`src/pwbs_pkg.sv`:
```
package pwbs_pkg;

  localparam int TYPE_COUNT = 1024;
  localparam logic [15:0] BUDGET_RESET = 16'd2048;
  localparam logic [16:0] HEADER_BYTES = 17'd12;

  localparam logic OP_MESSAGE = 1'b0;
  localparam logic OP_QUERY   = 1'b1;

  typedef struct packed {
    logic        opcode;
    logic [9:0]  message_type;
    logic [31:0] timestamp;
    logic [15:0] payload_length;
  } pwbs_in_t;

  typedef struct packed {
    logic        accepted;
    logic [15:0] fill_after;
    logic [31:0] accepted_count;
    logic [31:0] second_count;
    logic [47:0] average_rate;
    logic        average_valid;
  } pwbs_out_t;

  typedef struct packed {
    logic [31:0] msg_cnt;
    logic [31:0] sec_cnt;
    logic [15:0] fill;
    logic [31:0] last_time;
  } pwbs_entry_t;

  localparam int ENTRY_W = $bits(pwbs_entry_t);

endpackage

```
`src/pwbs_front.sv`:
```
// accepts items, reduces type to an index, holds them in a two-entry queue
module pwbs_front #(
  parameter int IDX_W = 10
) (
  input  logic                clk,
  input  logic                rst,
  input  logic                start,
  input  pwbs_pkg::pwbs_in_t  in_item,
  output logic                busy,
  output logic                q_valid,
  output logic                q_op,
  output logic [IDX_W-1:0]    q_idx,
  output logic [31:0]         q_time,
  output logic [15:0]         q_len,
  input  logic                q_pop
);
  import pwbs_pkg::*;

  typedef struct packed {
    logic             op;
    logic [IDX_W-1:0] idx;
    logic [31:0]      t;
    logic [15:0]      len;
  } q_entry_t;

  q_entry_t   slot [2];
  logic       rd_ptr, wr_ptr;
  logic [1:0] count;
  logic       push;
  q_entry_t   incoming;

  // nothing is taken while in reset
  assign busy = rst || (count == 2'd2);
  assign push = start && !busy;
  assign q_valid = (count != 2'd0);

  always_comb begin
    incoming.op  = in_item.opcode;
    incoming.idx = in_item.message_type[IDX_W-1:0];
    incoming.t   = in_item.timestamp;
    incoming.len = in_item.payload_length;
  end

  assign q_op   = slot[rd_ptr].op;
  assign q_idx  = slot[rd_ptr].idx;
  assign q_time = slot[rd_ptr].t;
  assign q_len  = slot[rd_ptr].len;

  always_ff @(posedge clk) begin
    if (push) begin
      slot[wr_ptr] <= incoming;
    end
    if (rst) begin
      rd_ptr <= 1'b0;
      wr_ptr <= 1'b0;
      count  <= 2'd0;
    end else begin
      if (push) begin
        wr_ptr <= ~wr_ptr;
      end
      if (q_pop) begin
        rd_ptr <= ~rd_ptr;
      end
      count <= count + {1'b0, push} - {1'b0, q_pop};
    end
  end

endmodule

```
`config.mk`:
```
export PLATFORM = sky130hd
export DESIGN_NAME = pwbs_front
export DESIGN_NICKNAME = d
export VERILOG_FILES = /design/src/pwbs_pkg.sv /design/src/pwbs_front.sv
export SDC_FILE = /design/constraint.sdc
export NUM_CORES = 1
export LEC_CHECK = 0
export ABC_AREA = 1
export BUFFER_PORTS_ARGS = -buffer_cell sky130_fd_sc_hd__buf_2
export CAP_MARGIN = 40
export CORE_AREA = 2 2 74 129
export DETAILED_ROUTE_END_ITERATION = 12
export DIE_AREA = 0 0 76 131
export PLACE_DENSITY = 0.75
export RECOVER_POWER = 100
export SYNTH_ARGS = -nofsm -noshare
export SYNTH_HDL_FRONTEND = slang
export SYNTH_SLANG_ARGS = --single-unit
```
`constraint.sdc`:
```
create_clock -name clk -period 4.6 [get_ports clk]
set_clock_uncertainty 0.05 [all_clocks]
set_input_delay 0 -clock clk [delete_from_list [all_inputs] [get_ports clk]]
set_output_delay 0 -clock clk [all_outputs]
set_load 0.02 [all_outputs]
```
==> results.yml, run 1 <==
route:
  first_pass_iters: 4
  drc: 0
  routed_wl_um: 8660
  via_per_inst: 4.76
  wire_per_inst_um: 15.7
  drtIter0Drc: 101
  drtAntennaViolNets: 0
  via_count: 2625
setup_path:
  worstPathArrival_ns: 3.09
  cp_max_fo: 30
  crit_type: "flip-flop to flip-flop"
  cp.required_ns: 4.54
  startpoint_type: "flip-flop"
  cp-end-kind: "flip-flop"
grt:
  grt_max_degree: 46
  grt_pass1_wl_um: 12800
  grt_use_total: 0.176
  grtUsageMet1: 0.170
  grt_pass1_vias: 2678
  grt_overflow_total: 0
  grt_use_met3: 0.0508
  antenna_found_initial: 0
  busiest_layer: "met2"
  grt_use_met2: 0.334
clocking:
  cts_tree: "yes"
  clk_path_buf_depth: 2
  cts_buffers: 17
  cts_resized: 0
  cts_sinks: 123
  path_clk_slew_ns: 0.05
  htree_levels: 4
  post-cts-setup-buffers: 0
  clk_latency_ns: 0.39
  cts_root_buf: "clkbuf_16"
  ctsHoldBuffers: 63
floorplanning:
  initial_utilization: 0.509
  io_pins: 124
  core_area_um2: 8920
  die_w_um: 76
  die_h_um: 131
  placementRows: 46
  die_area_um2: 9960
timing:
  period_needed_ns: 3.16
  tns_ns: 0
  fmax_mhz: 317
  fin_ws_ns: 1.44
  grt_setup_unrepaired: "no"
  setup_viol: 0
  worstMarginPinSlew_ns: 1.67
  fin_crit_sh: 0.686
  relSlewSlack: -0.111
  slew_viol_final: 31
  finalHoldViolations: 0
yosys:
  synth.yosys.warnings: 0
  synthesis.area_um2: 4540
  postSynthNetCount: 282
  syn-instance-count: 217
  avgSynthCellArea_um2: 20.9
  synth-seq-cells: 123
  ys_seq_area_frac: 0.802
  synth_cell_types: 16
power_and_ir_drop:
  p_leak_nw: 2.25
  switchingPower_uw: 612
  power_frac_clock: 0.449
  power.internal_mw: 2.31
  combPwrFrac: 0.104
  power.density_nw_per_um2: 460
  vdd_drop_max_uv: 341
  swShare: 0.209
  p_total_mw: 2.92
  power_frac_seq: 0.447
run_status:
  violations: "capacitance limit, slew limit"
  status: "complete, but fails checks"
flow_run:
  maxCapViolations: 1
hold_path:
  hp-class: "primary input to flip-flop"
placed_design:
  post-dp-hpwl_um: 5100
  place_worst_setup_slack_ns: 2.26
  port_buffers: 123
  place.gp.congestion: 0.701
cells_and_area:
  syn_to_final_growth_pct: 39.9
  nets: 483
  drive_above_1_share: 0.260
  n_antenna_cell: 0
critical path: stages, from the launching register on:
cell      delay [ns]
dfxtp_1         0.38
inv_1           0.05
nand2_1         0.10
nand3_1         0.17
nor2_4          0.70
clkbuf_1        1.27
path summary, 6_finish.rpt:
| path | slack [ns] | cells after the start | startpoint | to |
|---|---|---|---|---|
| worst max register to register | 1.44 | 5 | count[0] | slot[0][17] |
| worst min-delay path | 0.28 | 2 | in_item[9] | slot[1][9] |
| worst max-delay path | 1.44 | 5 | count[0] | slot[0][17] |
| worst min register to register | 0.48 | 2 | rd_ptr | rd_ptr |
placed cells by master, fill, tap and decap left out:
cell,n
inv_1,7
nand4_1,1
mux2_1,9
dfxtp_1,5
a21oi_1,1
nand2_1,6
clkinv_2,3
clkinv_1,4
nand3_1,2
mux2_4,2
buf_2,32
dlygate4sd3_1,63
clkbuf_2,1
xnor2_1,1
ha_1,2
or2_2,2
clkbuf_16,17
mux2_2,48
edfxtp_1,118
bufinv_16,4
nor2_1,5
buf_4,2
nor2_4,1
clkbuf_1,95
flip-flops by register name, indices dropped and copies added (netlist names), named ones only:
signal	cells
slot	118
wr_ptr	1
rd_ptr	1
count	2
logic make-up (layout without fill, tap and decap cells):
kind of cell	after synthesis	count (layout)	synth area share
XOR/XNOR	1	1	0.00193
multiplexers	59	59	0.155
flip-flops	123	123	0.802
AO/OA/AOI/OAI	1	1	0.00110
AND/OR/NAND/NOR	17	17	0.0163
adder cells (fa/ha/maj)	2	2	0.00551
buffers and inverters	14	228	0.0185
routing by layer:
metal | wire length [um] | vias up | part of all wire
met5 | 0 | - | 0
met4 | 214 | 0 | 0.025
met3 | 355 | 18 | 0.041
met2 | 4980 | 84 | 0.58
met1 | 3110 | 1278 | 0.36
li1 | - | 1245 | -
cells in the mapped netlist:
| cell | number | area (um^2) |
|---|---|---|
| buf_6 | 2 | 22.5 |
| nand2_1 | 6 | 22.5 |
| buf_8 | 1 | 15.0 |
| edfxtp_1 | 118 | 3540 |
| a21oi_1 | 1 | 5.00 |
| nand3_1 | 2 | 10.0 |
| mux2_4 | 10 | 150 |
| inv_1 | 7 | 26.3 |
| dfxtp_1 | 5 | 100 |
| xnor2_1 | 1 | 8.76 |
| nand4_1 | 1 | 6.26 |
| nor2_1 | 6 | 22.5 |
| mux2_2 | 49 | 552 |
| or2_2 | 2 | 12.5 |
| ha_1 | 2 | 25.0 |
| buf_2 | 4 | 20.0 |
cell type report:
cell class	count	area (um^2)
well taps	120	150
inverters	7	26.3
repair buffers	189	1150
multi-input cells	80	792
flip-flops and latches	123	3640
fillers	618	2570
clock buffers	21	440
clock inverters	11	150
power by group through the flow:
stage                     registers [mW]  logic [mW]  clock network, mW
final                               1.31       0.303               1.31
after CTS                           1.31       0.325               1.33
after floorplan                     1.32       0.195                  0
after global placement              1.33       0.277                  0
after global routing                1.31       0.326               1.38
after detailed placement            1.33       0.282                  0
metrics by stage:
step / instance area, um^2 / utilization / instances / hold WS [ns]
after floorplan: 4540 / - / 217 / 0.0212
after global placement: 5280 / 0.592 / 456 / 0.138
after detailed placement: 5280 / 0.592 / 456 / 0.141
after CTS: 6500 / 0.729 / 551 / 0.260
after global routing: 6350 / 0.712 / 551 / 0.269
final: 6350 / 0.712 / 551 / 0.275
Power figures use the tool's default switching activity.
==> run 2: changes to the inputs <==
Clock period 4.6 ns to 3.3 ns, I/O delays scaled along.
==> results.yml, run 2 (synthesis gave the netlist of run 1 again) <==
floorplanning:
  io_pins: 124
  initial_utilization: 0.509
  die_w_um: 76
  placementRows: 46
  core_area_um2: 8920
  die_h_um: 131
  die_area_um2: 9960
cells_and_area:
  syn_to_final_growth_pct: 40.0
  layout_common_cells: "118 x edfxtp_1, 94 x clkbuf_1, 63 x dlygate4sd3_1, 47 x mux2_2, 32 x buf_2"
  drive_above_1_share: 0.269
  nets: 483
  largest_reg_flops: 118
  fill_cells: 614
  multi_input_area_um2: 788
  largest_registers: "slot: 118 flops, count: 2 flops"
  final_common_cell: "edfxtp_1"
  regArea_um2: 3640
  n_antenna_cell: 0
  largest_register: "slot"
power_and_ir_drop:
  power_frac_seq: 0.443
  combPwrFrac: 0.108
  vdd_drop_max_uv: 452
  switchingPower_uw: 873
  swShare: 0.214
  power.internal_mw: 3.21
  p_leak_nw: 2.25
  power.density_nw_per_um2: 643
  power_frac_clock: 0.449
  p_total_mw: 4.09
timing:
  finalHoldViolations: 0
  hold_slack_ns: 0.273
  grt_setup_unrepaired: "no"
  fin_crit_sh: 0.750
  worstMarginPinSlew_ns: 1.56
  relSlewSlack: -0.0419
  period_needed_ns: 2.47
  setup_viol: 0
  fmax_mhz: 404
  slew_viol_final: 120
  tns_ns: 0
clocking:
  ctsHoldBuffers: 63
  cts_root_buf: "clkbuf_16"
  htree_levels: 4
  cts_resized: 0
  clk_path_buf_depth: 2
  path_clk_slew_ns: 0.05
  cts_tree: "yes"
  cts_buffers: 17
  post-cts-setup-buffers: 0
  clk_latency_ns: 0.40
  cts_sinks: 123
route:
  first_pass_iters: 4
  drc: 0
  via_per_inst: 4.82
  via_count: 2656
  drtIter0Drc: 79
  wire_per_inst_um: 16.5
  drtAntennaViolNets: 0
  routed_wl_um: 9090
grt:
  grt_use_total: 0.189
  grt_max_degree: 60
  grt_pass1_vias: 2829
  grtUsageMet1: 0.186
  grt_overflow_total: 0
  grt_use_met3: 0.0632
  grt_pass1_wl_um: 13800
  grt_use_met2: 0.345
  busiest_layer: "met2"
  antenna_found_initial: 0
placed_design:
  post-dp-hpwl_um: 5140
  place.gp.congestion: 0.751
  port_buffers: 123
hold_path:
  hp-class: "primary input to flip-flop"
  worstHoldStart: "in_item[10]"
setup_path:
  cp-end-kind: "flip-flop"
  cp_max_fo: 59
  slowest_stage: "clkbuf_2"
  crit_family: "buffers and inverters"
  r2r_start: "count[0]"
  critPathBufInv: 2
  cp.required_ns: 3.25
  crit_chain: "inv_1 -> nand2_1 -> nand3_1 -> nor2_4 -> clkbuf_2"
  max_stage_delay_ns: 1.12
  worstPathArrival_ns: 2.42
  critPathLaunch: "count[0]"
  startpoint_type: "flip-flop"
  crit_type: "flip-flop to flip-flop"
run_status:
  violations: "capacitance limit, slew limit"
  status: "complete, but fails checks"
flow_run:
  maxCapViolations: 2
run 2: per-layer routing:
| layer | vias up | routed length, um |
|---|---|---|
| li1 | 1244 | - |
| met1 | 1286 | 3100 |
| met2 | 99 | 5240 |
| met3 | 27 | 491 |
| met4 | 0 | 267 |
| met5 | - | 0 |
run 2: final cells by class:
| cell class | instances | area share |
|---|---|---|
| well taps | 120 | 0.0236 |
| repair buffers | 189 | 0.181 |
| clock inverters | 9 | 0.0189 |
| clock buffers | 23 | 0.0752 |
| flip-flops and latches | 123 | 0.573 |
| inverters | 7 | 0.00413 |
| multi-input cells | 80 | 0.124 |
run 2: worst reg2reg max path: cells and delay by family (launching register included):
kind / cells / cell delay, ns
buf+inv: 2 / 1.19
simple gates: 3 / 0.45
flops: 1 / 0.36
run 2: metrics by stage:
step                      worst slack [ns]  utilization  std cells  area, um^2
final                                0.826        0.713        551        6360
after global routing                 0.628        0.713        551        6360
after CTS                             1.22        0.731        551        6520
after detailed placement              1.36        0.593        456        5290
after global placement                1.57        0.593        456        5290
after floorplan                      0.721            -        217        4540
run 2: power by group through the flow:
stage	logic, mW	registers (mW)	clock network, mW
2_1_floorplan	0.272	1.83	0
3_3_place_gp	0.404	1.83	0
3_5_place_dp	0.414	1.84	0
4_1_cts	0.476	1.81	1.87
5_1_grt	0.472	1.82	1.94
6_report	0.441	1.81	1.83
run 2: final timing paths:
path                 endpoint  slack (ns)  depth (start not counted)
setup / recovery  slot[0][53]        0.83                          5
hold / removal    slot[1][10]        0.27                          2
setup reg to reg  slot[0][53]        0.83                          5
hold reg to reg        rd_ptr        0.52                          2
==> run 3: changes to the inputs <==
Settings changed: CORE_AREA 2 2 74 129 to 2 2 78 136, DIE_AREA 0 0 76 131 to 0 0 80 138, PLACE_DENSITY 0.75 to 0.71.
Clock period 3.3 ns to 2.1 ns, I/O delays scaled along.
==> results.yml, run 3 (synthesis gave the netlist of run 1 again) <==
run_status:
  status: "finished, final reports clean"
hold_path:
  holdPathEnd: "slot[0][40]"
  hp-class: "primary input to flip-flop"
  min_path_cells: 2
  worstHoldStart: "in_item[40]"
timing:
  tns_ns: 0
  finalHoldViolations: 0
  worstMarginPinSlew_ns: 0.815
  setup_viol: 0
  relSlewSlack: 0.457
  grt_setup_unrepaired: "no"
  period_needed_ns: 1.85
  hold_slack_ns: 0.268
  slew_viol_final: 0
  fin_ws_ns: 0.249
  fin_crit_sh: 0.881
  fmax_mhz: 540
route:
  routed_wl_um: 8500
  met2_length_um: 5150
  first_pass_iters: 4
  drtIter0Drc: 75
  via_per_inst: 4.67
  wl_met1_um: 2790
  via_count: 2595
  drc: 0
  wire_per_inst_um: 15.3
  met3RoutedLength_um: 428
  routed.top_layer: "met4"
  drtAntennaViolNets: 0
floorplanning:
  die_h_um: 138
  core_area_um2: 10100
  placementRows: 49
  die_area_um2: 11000
  die_w_um: 80
  io_pins: 124
  initial_utilization: 0.452
cells_and_area:
  syn_to_final_growth_pct: 39.5
  drive_above_1_share: 0.268
  final_common_cell: "edfxtp_1"
  largest_reg_flops: 118
  n_antenna_cell: 0
  layout_common_cells: "118 x edfxtp_1, 90 x clkbuf_1, 62 x dlygate4sd3_1, 47 x mux2_2, 31 x buf_2"
  largest_registers: "slot: 118 flops, count: 2 flops"
  nets: 483
  fin_cells: 556
  largest_register: "slot"
  utilization: 0.630
  final_area_um2: 6340
clocking:
  cts_tree: "yes"
  post-cts-setup-buffers: 0
  cts_buffers: 17
  cts_sinks: 123
  clk_path_buf_depth: 2
  clk_latency_ns: 0.40
  cts_resized: 0
  path_clk_slew_ns: 0.05
  htree_levels: 4
  cts_root_buf: "clkbuf_16"
setup_path:
  slowest_stage: "clkbuf_2"
  worstPathArrival_ns: 1.83
  crit_chain: "inv_1 -> nand2_1 -> nand3_1 -> nor2_4 -> clkbuf_2"
  rrSetupSlack_ns: 0.25
  cp-end-kind: "flip-flop"
  cp.required_ns: 2.08
  max_stage_delay_ns: 0.64
  reg2reg_depth: 5
  crit_type: "flip-flop to flip-flop"
  startpoint_type: "flip-flop"
  r2r_start: "count[0]"
  reg2reg_to: "slot[0][42]"
  cp_max_fo: 31
grt:
  grt_use_total: 0.165
  grt_pass1_vias: 2845
  grt_overflow_total: 0
  antenna_found_initial: 0
  grt_pass1_wl_um: 13100
  grt_max_degree: 60
power_and_ir_drop:
  power.density_nw_per_um2: 986
  p_leak_nw: 2.23
  vdd_drop_max_uv: 729
  p_total_mw: 6.25
placed_design:
  placed_area_um2: 5330
  port_buffers: 123
  place.gp.congestion: 0.760
  place_worst_setup_slack_ns: 0.284
  placed_cells: 464
  post-dp-hpwl_um: 5160
flow_run:
  maxCapViolations: 0
==> run 3: cell count changes in the layout (fill, tap and decap cells not counted) <==
cell	change
dlygate4sd3_1	-1
clkbuf_2	+3
clkbuf_8	-3
clkbuf_1	-4
clkinv_1	+4
buf_2	-1
clkinvlp_2	+1
buf_6	+2
clkinvlp_4	+1
clkinv_2	-3
buf_4	-1
==> run 3: layer usage <==
metal	vias to the layer above	GRT usage
met3	12	0.0640
met2	77	0.304
met1	1273	0.144
met4	0	0.0892
met5	-	0
li1	1233	-
==> run 3: timing repair <==
action,CTS,global route
hold buffers,62,0
endpoints found under the hold margin,123,0
endpoints found under the setup margin,0,0
==> run 3: area by class of cell <==
type | instances | area (um^2)
clock buffers | 18 | 429
well taps | 127 | 159
multi-input cells | 80 | 788
flip-flops and latches | 123 | 3640
fillers | 801 | 3720
repair buffers | 189 | 1160
inverters | 7 | 27.5
clock inverters | 12 | 131
==> run 3: worst max-delay path by stage <==
stage,startpoint,end,slack [ns],cells after the start
2_1_floorplan,count[0],slot[0][0],0.15,4
3_3_place_gp,count[0],count[1],0.35,9
3_5_place_dp,count[0],count[1],0.28,9
4_1_cts,count[0],count[1],0.27,9
5_1_grt,count[0],slot[0][39],0.11,5
6_report,count[0],slot[0][42],0.25,5
==> run 3: report_power, final <==
part	switching, mW	total, mW	internal, mW
Clock	0.915	2.73	1.82
Sequential	0.0257	2.84	2.82
Combinational	0.391	0.678	0.287
Total	1.33	6.25	4.92
==> run 3: worst max-delay path: cells and delay by family, from the launching register on <==
family,cells,cell delay [ns]
simple gates,3,0.38
flops,1,0.34
buf+inv,2,0.68
